## config.mk

```make
export PLATFORM = sky130hd
export DESIGN_NAME = lmacc_ctrl
export DESIGN_NICKNAME = d
export VERILOG_FILES = /design/src/hdl/lmacc_pkg.sv /design/src/hdl/lmacc_ctrl.sv
export SDC_FILE = /design/constraint.sdc
export NUM_CORES = 1
export LEC_CHECK = 0
export BUFFER_PORTS_ARGS = -buffer_cell sky130_fd_sc_hd__buf_2
export CAP_MARGIN = 20
export CORE_ASPECT_RATIO = 1.75
export CORE_UTILIZATION = 55
export DETAILED_ROUTE_END_ITERATION = 10
export PLACE_DENSITY = 0.84
export SYNTH_ARGS = -nofsm -noshare
export SYNTH_HDL_FRONTEND = slang
export SYNTH_SLANG_ARGS = --single-unit
```

## constraint.sdc

```tcl
create_clock -name clk -period 3.35 [get_ports clk]
set_input_delay 0.335 -clock clk [delete_from_list [all_inputs] [get_ports clk]]
set_output_delay 0.335 -clock clk [all_outputs]
set_load 0.02 [all_outputs]
```

## src/hdl/lmacc_pkg.sv

```systemverilog
`timescale 1ns / 1ps
// Shared types for the Legendre multipole accumulator.
// Controller states and the command/status records between controller and datapath.
package lmacc_pkg;

	typedef enum logic [2:0] {
		S_IDLE,
		S_CHECK,
		S_DIV,
		S_MSTART,
		S_MSTEP,
		S_MSTORE,
		S_POLY,
		S_FIN
	} state_t;

	typedef enum logic [2:0] {
		OP_NOP,
		OP_LOAD,
		OP_DIV,
		OP_MSTART,
		OP_MSTEP,
		OP_MSTORE,
		OP_POLY,
		OP_EMIT
	} op_t;

	typedef struct packed {
		op_t        op;
		logic [2:0] sel;
		logic [9:0] grp_idx;
		logic       last;
	} cmd_t;

	typedef struct packed {
		logic cnt_nz;
	} status_t;

	localparam int unsigned IN_W  = 120;
	localparam int unsigned OUT_W = 336;
	localparam int unsigned CFG_W = 11;

	localparam logic REG_LIN = 1'b0;
	localparam logic REG_GRP = 1'b1;

endpackage

```

## src/hdl/lmacc_ctrl.sv

```systemverilog
`timescale 1ns / 1ps
// Controller: sequencing FSM, bin/group position counters, config registers,
// output valid flag. Depends on lmacc_pkg.
module lmacc_ctrl
	import lmacc_pkg::*;
#(
	parameter int unsigned F = 30
) (
	input  logic             clk,
	input  logic             arst_n,
	input  logic             wr_en,
	input  logic             wr_index,
	input  logic [CFG_W-1:0] wr_data,
	input  logic             in_valid,
	output logic             in_ready,
	output logic             out_valid,
	input  logic             out_ready,
	input  status_t          status,
	output cmd_t             cmd
);

	localparam int unsigned SW = $clog2(((F > 16) ? F : 16) + 1);
	localparam logic [SW-1:0] DIV_LAST = SW'(F - 1);
	localparam logic [SW-1:0] MUL_LAST = SW'(15);

	state_t       state_q, state_d;
	logic [SW-1:0] step_q;
	logic [2:0]   job_q;
	logic [9:0]   lin_pos_q, grp_pos_q;
	logic [10:0]  lin_cfg_q, grp_cfg_q, lin_n, grp_n;
	logic         out_valid_q;
	logic         grp_end, last, can_emit, emit, in_fire;

	function automatic logic [10:0] clamp(input logic [10:0] x);
		if (x == 11'd0)
			return 11'd1;
		if (x > 11'd1024)
			return 11'd1024;
		return x;
	endfunction

	assign lin_n    = clamp(lin_cfg_q);
	assign grp_n    = clamp(grp_cfg_q);
	assign grp_end  = (11'(lin_pos_q) + 11'd1) >= lin_n;
	assign last     = (11'(grp_pos_q) + 11'd1) >= grp_n;
	assign can_emit = !out_valid_q || out_ready;
	assign emit     = (state_q == S_FIN) && grp_end && can_emit;
	assign in_ready = (state_q == S_IDLE);
	assign in_fire  = in_valid && in_ready;
	assign out_valid = out_valid_q;

	always_comb begin
		state_d = state_q;
		unique case (state_q)
			S_IDLE:   if (in_fire) state_d = S_CHECK;
			S_CHECK:  state_d = status.cnt_nz ? S_DIV : S_FIN;
			S_DIV:    if (step_q == DIV_LAST) state_d = S_MSTART;
			S_MSTART: state_d = S_MSTEP;
			S_MSTEP:  if (step_q == MUL_LAST) state_d = S_MSTORE;
			S_MSTORE: begin
				if (job_q == 3'd3)
					state_d = S_POLY;
				else if (job_q == 3'd7)
					state_d = S_FIN;
				else
					state_d = S_MSTART;
			end
			S_POLY:   if (step_q[1:0] == 2'd3) state_d = S_MSTART;
			S_FIN:    if (!grp_end || can_emit) state_d = S_IDLE;
			default:  state_d = S_IDLE;
		endcase
	end

	always_comb begin
		cmd.op      = OP_NOP;
		cmd.sel     = job_q;
		cmd.grp_idx = grp_pos_q;
		cmd.last    = last;
		unique case (state_q)
			S_IDLE:   if (in_fire) cmd.op = OP_LOAD;
			S_DIV:    cmd.op = OP_DIV;
			S_MSTART: cmd.op = OP_MSTART;
			S_MSTEP:  cmd.op = OP_MSTEP;
			S_MSTORE: cmd.op = OP_MSTORE;
			S_POLY: begin
				cmd.op  = OP_POLY;
				cmd.sel = {1'b0, step_q[1:0]};
			end
			S_FIN:    if (emit) cmd.op = OP_EMIT;
			default:  ;
		endcase
	end

	always_ff @(posedge clk or negedge arst_n) begin
		if (!arst_n) begin
			state_q     <= S_IDLE;
			step_q      <= '0;
			job_q       <= '0;
			lin_pos_q   <= '0;
			grp_pos_q   <= '0;
			lin_cfg_q   <= 11'd1;
			grp_cfg_q   <= 11'd1;
			out_valid_q <= 1'b0;
		end else begin
			state_q <= state_d;
			if (wr_en) begin
				unique case (wr_index)
					REG_LIN: lin_cfg_q <= wr_data;
					REG_GRP: grp_cfg_q <= wr_data;
					default: ;
				endcase
			end
			if (state_d != state_q)
				step_q <= '0;
			else
				step_q <= step_q + SW'(1);
			if (state_q == S_CHECK)
				job_q <= '0;
			else if (state_q == S_MSTORE)
				job_q <= job_q + 3'd1;
			if (emit)
				out_valid_q <= 1'b1;
			else if (out_ready)
				out_valid_q <= 1'b0;
			if (state_q == S_FIN) begin
				if (!grp_end) begin
					lin_pos_q <= lin_pos_q + 10'd1;
				end else if (can_emit) begin
					lin_pos_q <= '0;
					grp_pos_q <= last ? 10'd0 : grp_pos_q + 10'd1;
				end
			end
		end
	end

endmodule

```

[Word level (Yosys, flattened, before mapping)]
Index checks and enable logic that the tools add are counted.
Widths: inputs -> output; s select.
Word-level totals
  bits in registers: 54
  input bits: 18
Operators by class
  add/subtract/negate cells: 6
  magnitude comparators: 4
  equality and inequality tests: 14
  mux-type cells: 35
  bitwise logic cells: 1
  reduce and logical (&&, ||, !) cells: 16
Operators by type and width (count)
  $mux 11: 8
  $mux 3: 12
  $mux 10: 3
  $pmux 3 s8: 1
  $add 10x1->11 const B: 2
  $ge 11x11->1: 2
  $gt 11x11->1 const B: 2
  $logic_not 11->1: 2
  $pmux 3 s7: 1
  $add 10x1->10 const B: 2
  $eq 3x3->1 const B: 5
  $eq 3x2->1 const B: 3
  $mux 1: 9
  $reduce_and 2->1: 3
  $add 5x1->5 const B: 1
  $eq 5x4->1 const B: 1
  $eq 5x5->1 const B: 1
  $mux 5: 1
  $reduce_bool 2->1: 2
  $add 3x1->3 const B: 1
  $eq 3x1->1 const B: 1
  $logic_and 1x1->1: 3
  $logic_not 3->1: 1
  $ne 3x3->1: 1
  6 further kinds: 8

[Longest topological paths before layout]
Gate-level depths: netlist of run 1.
  word-level depth: 12
  depth in mapped cells: 13
  gate-level depth less buffers: 12

[Worst setup path before layout of run 1]
No wires, ideal clock.
  kind: register -> output
  start: register lin_pos_q[0]
  end: output port cmd[14] (netlist name)
  arrival time: 2.477 ns
  data required time: 3.015 ns
  path slack: 0.538 ns
  cell stages (with the launch flop): 13
  path buffers: 0
  cell sequence: dfrtp_1 ha_1 nand3_1 nor2_1 nand3_1 xnor2_1 ha_1 a21oi_1 o21ai_1 a31oi_2 nand2_2 a211oi_1 o21ai_0
RTL lines
  from (decl): line lmacc_ctrl.sv:29  | logic [9:0] lin_pos_q, grp_pos_q;
  from (signal assigned): line lmacc_ctrl.sv:127  | lin_pos_q <= lin_pos_q + 10'd1;
  to (decl): line lmacc_ctrl.sv:19  | output cmd_t cmd

==> results of run 1 <==
==> worst min path at each step <==
stage	from	to	cells after the start
2_1_floorplan	arst_n	grp_cfg_q[10]	0
3_3_place_gp	arst_n	job_q[0]	1
3_5_place_dp	arst_n	job_q[0]	1
4_1_cts	arst_n	lin_pos_q[0]	1
5_1_grt	arst_n	job_q[0]	1
6_report	arst_n	grp_pos_q[2]	1
==> worst reg2reg max path: cells and delay by family (launching register included) <==
family / cells / cell delay (ns)
buffers and inverters: 2 / 0.28
DFF: 1 / 0.39
adders and majority gates: 2 / 0.52
and+or+nand+nor: 4 / 0.48
xor gates and xnor gates: 1 / 0.16
AOI/OAI and AO/OA: 5 / 1.06
==> routing by layer <==
| metal | track usage (%) | vias to the layer above | routed length (um) |
|---|---|---|---|
| li1 | - | 1239 | - |
| met1 | 25.45 | 1279 | 2690 |
| met2 | 40.19 | 63 | 3738 |
| met3 | 3.607 | 23 | 176 |
| met4 | 12.34 | 0 | 305 |
| met5 | 0 | - | 0 |
==> power breakdown <==
group	leakage (nW)	switching (W)	internal [W]
sequential	0.674	0.000166	0.000780
combinational	1.04	0.000537	0.000395
clock	0.0506	0.000242	0.000157
==> timing repair <==
| item | in CTS | in global routing |
|---|---|---|
| setup endpoints to repair | 1 | 4 |
| endpoints found under the hold margin | 0 | 0 |
| gates resized for setup | 0 | 7 |
| buffers inserted | 1 | 4 |
| pin swaps | 0 | 2 |
==> logic make-up after synthesis <==
logic type,Yosys count
AOI/OAI and AO/OA,64
xor gates and xnor gates,18
adders and majority gates,30
buffers and inverters,23
DFF,54
muxes,26
and+or+nand+nor,108
==> cell usage in the layout, fill, tap and decap left out, types with 3 or more instances in the layout <==
cell type and instances:
xnor2_1 9, o31ai_1 3, nor2_1 19, mux2_2 23, o21ai_0 11, inv_1 10
clkbuf_8 5, nor4_1 5, nand3_1 16, and3_1 6, a22o_1 15, a21oi_1 7
nand2_1 47, nor2b_1 4, dfrtp_1 51, buf_2 36, ha_1 28, o21ai_1 3
buf_4 6, xor2_1 8, a31oi_1 5
==> per-stage QoR <==
step | setup WS, ns | TNS (ns) | hold slack, ns
after floorplan | 0.5378 | 0 | 0.03941
after global placement | 0.4014 | 0 | 0.3970
after detailed placement | 0.3101 | 0 | 0.4029
after CTS | 0.003661 | 0 | 0.05453
after global routing | -0.02904 | -0.02904 | 0.08962
final | 0.1558 | 0 | 0.03398
==> area by class of cell <==
cell class                      instances  area, sq um  share of cell area (%)
Timing Repair Buffer                   42        225.2                   6.139
Inverter                               13        48.80                   1.330
Tap cell                               76        95.09                   2.592
Multi-Input combinational cell        246         1847                   50.34
Sequential cell                        54         1355                   36.94
Clock inverter                          3        28.78                  0.7844
Clock buffer                            5        68.82                   1.876
==> registers in the layout, indices dropped and copies added, names as in the netlist <==
register and cells:
lin_cfg_q 11, job_q 3, grp_pos_q 10, grp_cfg_q 11
step_q 5, lin_pos_q 10, out_valid 1, state_q 3
==> flow_summary.yaml, run 1 <==
status:
  outcome: "completed"
drt:
  drc: 0
  num_vias: 2604
  avgRoutedWirePerCell_um: 15.74
  ant_nets: 0
  post_drt_via_cell_ratio: 5.932
  dr.pass1.iters: 4
  drt-initial-drc-count: 183
  routed_wirelength_um: 6911
yosys:
  synth_simple_gate_area_share_pct: 15.50
  synth_ff_type: "dfrtp_1"
  yosys-top-cells-count: "dfrtp_1, nand2_1, ha_1, mux2_2, nor2_1"
  synth-seq-cells: 54
  synth-edff-count: 0
  async_flop_share_pct: 100.0
  yosysUniqueCellTypes: 49
  synth_area_leaders: "dfrtp_1, ha_1, mux2_2"
  yosysWarningCount: 0
  syn_area_sq_um: 3284
  seq_area_frac_synth_pct: 41.22
  yosysMostFrequentCell: "dfrtp_1"
  postSynthCellCount: 323
  synthXorXnorAreaFrac_pct: 4.800
  synth.mux.area_fraction_pct: 9.143
  synth_area_per_cell_sq_um: 10.17
  synth_nets: 371
  synth_compound_area_share_pct: 14.59
  synthDominantAreaCellType: "dfrtp_1"
  synthAdderAreaFrac_pct: 11.43
  synth_top_area_share_pct: 39.62
  synth_top_family_by_area: "simple AND/OR/NAND/NOR gates"
cts:
  htree_levels: 2
  worstSkewPairLatency_ns: 0.32
  cts_buffers: 5
  hold_buffers: 0
  cts_root_buf: "clkbuf_8"
  cts_tree: "yes"
  clk_path_buf_depth: 2
  clkTransAtPathRegs_ns: 0.11
  cts_sinks: 54
place:
  hpwlAfterDp_um: 5201
  port_buffers: 36
  place_congestion: 0.8314
  placed_area_sq_um: 3507
  dp_cells: 426
final_layout:
  stdcell_count: 439
  fill_cells: 479
  fin_nets: 410
  antenna_cells: 0
  final_util_pct: 64.64
  drive_gt1_share_pct: 26.45
  finalInstanceArea_sq_um: 3669
  area_growth_pct: 11.70
sta:
  finalSetupViolCount: 0
  finalCriticalPeriod_ns: 3.194
  worstMarginPinSlew_ns: 0.9561
  min_period_over_period_pct: 95.35
  fmax_ghz: 0.3131
  hold_viol: 0
  slew_violations: 0
  clock_skew_ns: 0.007555
  slew_headroom_pct: 36.13
floorplan:
  die_w_um: 60.42
  fp.dieH_um: 104.2
  start_util_pct: 57.87
  dieArea_sq_um: 6297
  rows: 36
  io_pins: 37
  core_sq_um: 5675
setup_path:
  required_ns: 3.01
  cp_num_buf_inv: 2
  cp_max_fo: 7
  cp-end-kind: "primary output"
  slowest_delay_ns: 0.47
  path_class: "flip-flop to primary output"
  crit_chain: "and3_1 > and3_1 > nand3_1 > xor2_1 > inv_1 > ha_1 > o21a_1 > o211ai_2 > o21ai_2 > buf_2"
  regToRegSetupSlack_ns: 0.33
  worstSetupStartpointType: "flip-flop"
  crit-reg2reg-capture: "step_q[2]"
  critical_path.endpoint: "cmd[0]"
  cpMaxStageDelayCell: "dfrtp_1"
  crit_path_start: "grp_pos_q[2]"
  crit_cells: 10
  crit_top_cell: "and3_1"
  rr_startpoint: "lin_pos_q[1]"
  critPathTopFamily: "compound AO/OA/AOI/OAI gates"
  reg2reg_depth: 14
  critPathArrivalTime_ns: 2.86
hold_path:
  holdCritPathClass: "primary input to async pin"
global_route:
  grt_usage_pct: 23.08
  grt_max_degree: 31
  grt_pass1_vias: 2553
  grt_antenna_before_repair: 0
  overflow: 0
  grt_pass1_wl_um: 11080
power:
  p_leak_nw: 1.761
  ir_drop_mv: 0.3400
  powerDensity_nw_per_um2: 620.6
  fin_total_pwr_w: 0.002277
flow_run:
  max_cap_violations: 0
Power figures use the tool's default switching activity.
==> inputs of run 2 (changes only) <==
--- a/config.mk
+++ b/config.mk
@@ -8,6 +8,7 @@
 export BUFFER_PORTS_ARGS = -buffer_cell sky130_fd_sc_hd__buf_2
 export CAP_MARGIN = 20
 export CORE_ASPECT_RATIO = 1.75
+export CORE_MARGIN = 1.5
 export CORE_UTILIZATION = 55
 export DETAILED_ROUTE_END_ITERATION = 10
 export PLACE_DENSITY = 0.84
==> run 2 against run 1 <==
Against the previous run:
- first-iteration DRC count shrank 32%
- clock skew grew 0.0031 ns
- largest power group unchanged
- fmax shrank 0.84%
- register-to-register slack gained 0.02 ns
- critical path depth grew 3
- combinational power grew 2%
- sequential cell count is the same
- die area grew 2.6%
- clock power is essentially flat
- count of clock-buffer cells in the layout is the same
==> flow_summary.yaml, run 2 (synthesized netlist as in run 1, its figures left out) <==
cts:
  htree_levels: 2
  cts_root_buf: "clkbuf_8"
  clkTransAtPathRegs_ns: 0.11
  clk_path_buf_depth: 2
  hold_buffers: 0
  cts_sinks: 54
  cts_tree: "yes"
  worstSkewPairLatency_ns: 0.32
  cts_buffers: 5
floorplan:
  start_util_pct: 56.31
  fp.dieH_um: 105.2
  rows: 37
  dieArea_sq_um: 6462
  core_sq_um: 5833
  die_w_um: 61.42
  io_pins: 37
place:
  hpwlAfterDp_um: 5102
  place_congestion: 0.8634
  dp_cells: 428
  port_buffers: 36
power:
  ir_drop_mv: 0.4158
  powerDensity_nw_per_um2: 620.7
  p_leak_nw: 1.768
  swShare_pct: 41.78
  pwr-share-comb_pct: 41.3
  switchingPower_w: 0.0009571
  p_seq_share_pct: 41.4
  intPower_w: 0.001334
  fin_total_pwr_w: 0.002291
  pwr-share-clk_pct: 17.3
sta:
  slew_headroom_pct: 36.16
  hold_viol: 0
  min_period_over_period_pct: 96.15
  finalSetupViolCount: 0
  clock_skew_ns: 0.01068
  slew_violations: 0
  worstMarginPinSlew_ns: 0.9556
  fmax_ghz: 0.3104
  finalCriticalPeriod_ns: 3.221
final_layout:
  fin_nets: 409
  seq_area_sq_um: 1355
  reg_top3: "grp_cfg_q (11), lin_cfg_q (11)"
  stdcell_count: 440
  multi_input_area_sq_um: 1874
  final_common_cell: "dfrtp_1"
  drive_gt1_share_pct: 27.07
  antenna_cells: 0
  fill_cells: 509
  final_cell_mix: "dfrtp_1, nand2_1, buf_2"
  area_growth_pct: 12.38
global_route:
  grt_usage_pct: 22.51
  overflow: 0
  grt_antenna_before_repair: 0
  grt_pass1_wl_um: 11130
  grt_pass1_vias: 2554
  grt_max_degree: 41
drt:
  avgRoutedWirePerCell_um: 15.82
  ant_nets: 0
  drt-initial-drc-count: 124
  num_vias: 2570
  dr.pass1.iters: 4
  drc: 0
  routed_wirelength_um: 6959
  post_drt_via_cell_ratio: 5.841
setup_path:
  cp-end-kind: "primary output"
  worstSetupStartpointType: "flip-flop"
  path_class: "flip-flop to primary output"
  critPathArrivalTime_ns: 2.89
  required_ns: 3.01
  cp_max_fo: 4
  reg2reg_depth: 13
status:
  outcome: "completed"
flow_run:
  max_cap_violations: 0
hold_path:
  holdCritPathClass: "primary input to async pin"
run 2: cell types whose count changed in the layout (fill, tap and decap cells not counted), sizes merged:
cell / before / now
clkinv: 2 / 3
buf: 42 / 41
inv: 14 / 13
run 2: worst paths after layout:
| path | start | slack (ns) | to |
|---|---|---|---|
| max | lin_pos_q[1] | 0.13 | cmd[14] |
| min | arst_n | 0.13 | step_q[1] |
| max reg2reg | lin_pos_q[1] | 0.35 | step_q[2] |
| min reg2reg | job_q[2] | 0.50 | job_q[2] |
| max in group asynchronous | arst_n | 2.40 | grp_cfg_q[0] |
| min in group clk | wr_data[10] | 0.23 | lin_cfg_q[10] |
run 2: final cells by class:
cell class,instances,area share (%)
clock buffers,5,1.864
clock inverters,3,0.7797
inverters,13,1.322
multi-input cells,246,50.78
flip-flops and latches,54,36.71
well taps,78,2.644
repair buffers,41,5.898
run 2: worst max-delay path, stage by stage, from the launching register on:
cell and delay [ns]:
dfrtp_1 0.42, ha_2 0.22, nand3_2 0.12, nor2_4 0.15, nand3_2 0.11, xnor2_2 0.16
ha_1 0.30, a21oi_1 0.16, o21ai_1 0.10, a31oi_2 0.23, nand2_2 0.12, a211oi_2 0.22
o21ai_0 0.10, buf_2 0.16
run 2: through the flow:
step / setup TNS, ns / utilization, % / cell area [sq um] / setup slack (ns) / hold WS, ns
5_1_grt: -0.05642 / 63.28 / 3691 / -0.05642 / 0.2104
3_3_place_gp: 0 / 60.17 / 3510 / 0.4052 / 0.4593
2_1_floorplan: 0 / - / 3284 / 0.5378 / 0.03941
3_5_place_dp: 0 / 60.17 / 3510 / 0.2704 / 0.4767
6_report: 0 / 63.28 / 3691 / 0.1288 / 0.1346
4_1_cts: 0 / 62.01 / 3617 / 0.01918 / 0.1662
run 2: power groups by stage:
stage          Combinational (W)  Sequential, W  Clock [W]
6_report                0.000947       0.000948   0.000396
5_1_grt                  0.00106       0.000968   0.000423
4_1_cts                 0.000916       0.000944   0.000395
3_5_place_dp            0.000896       0.000961          0
3_3_place_gp            0.000854       0.000951          0
2_1_floorplan           0.000692       0.000916          0
run 2: metal layers:
layer / track usage [%] / wire, um / vias up
li1: - / - / 1231
met2: 40.27 / 3820 / 60
met1: 25.65 / 2749 / 1264
met4: 8.663 / 190 / 0
met5: 0 / 0 / -
met3: 3.190 / 199 / 15
run 2: repair_timing:
| action | in CTS | in global routing |
|---|---|---|
| setup buffers | 1 | 3 |
| hold endpoints to repair | 0 | 0 |
| endpoints found under the setup margin | 1 | 4 |
| gates resized for setup | 1 | 10 |
| pin swaps | 0 | 4 |
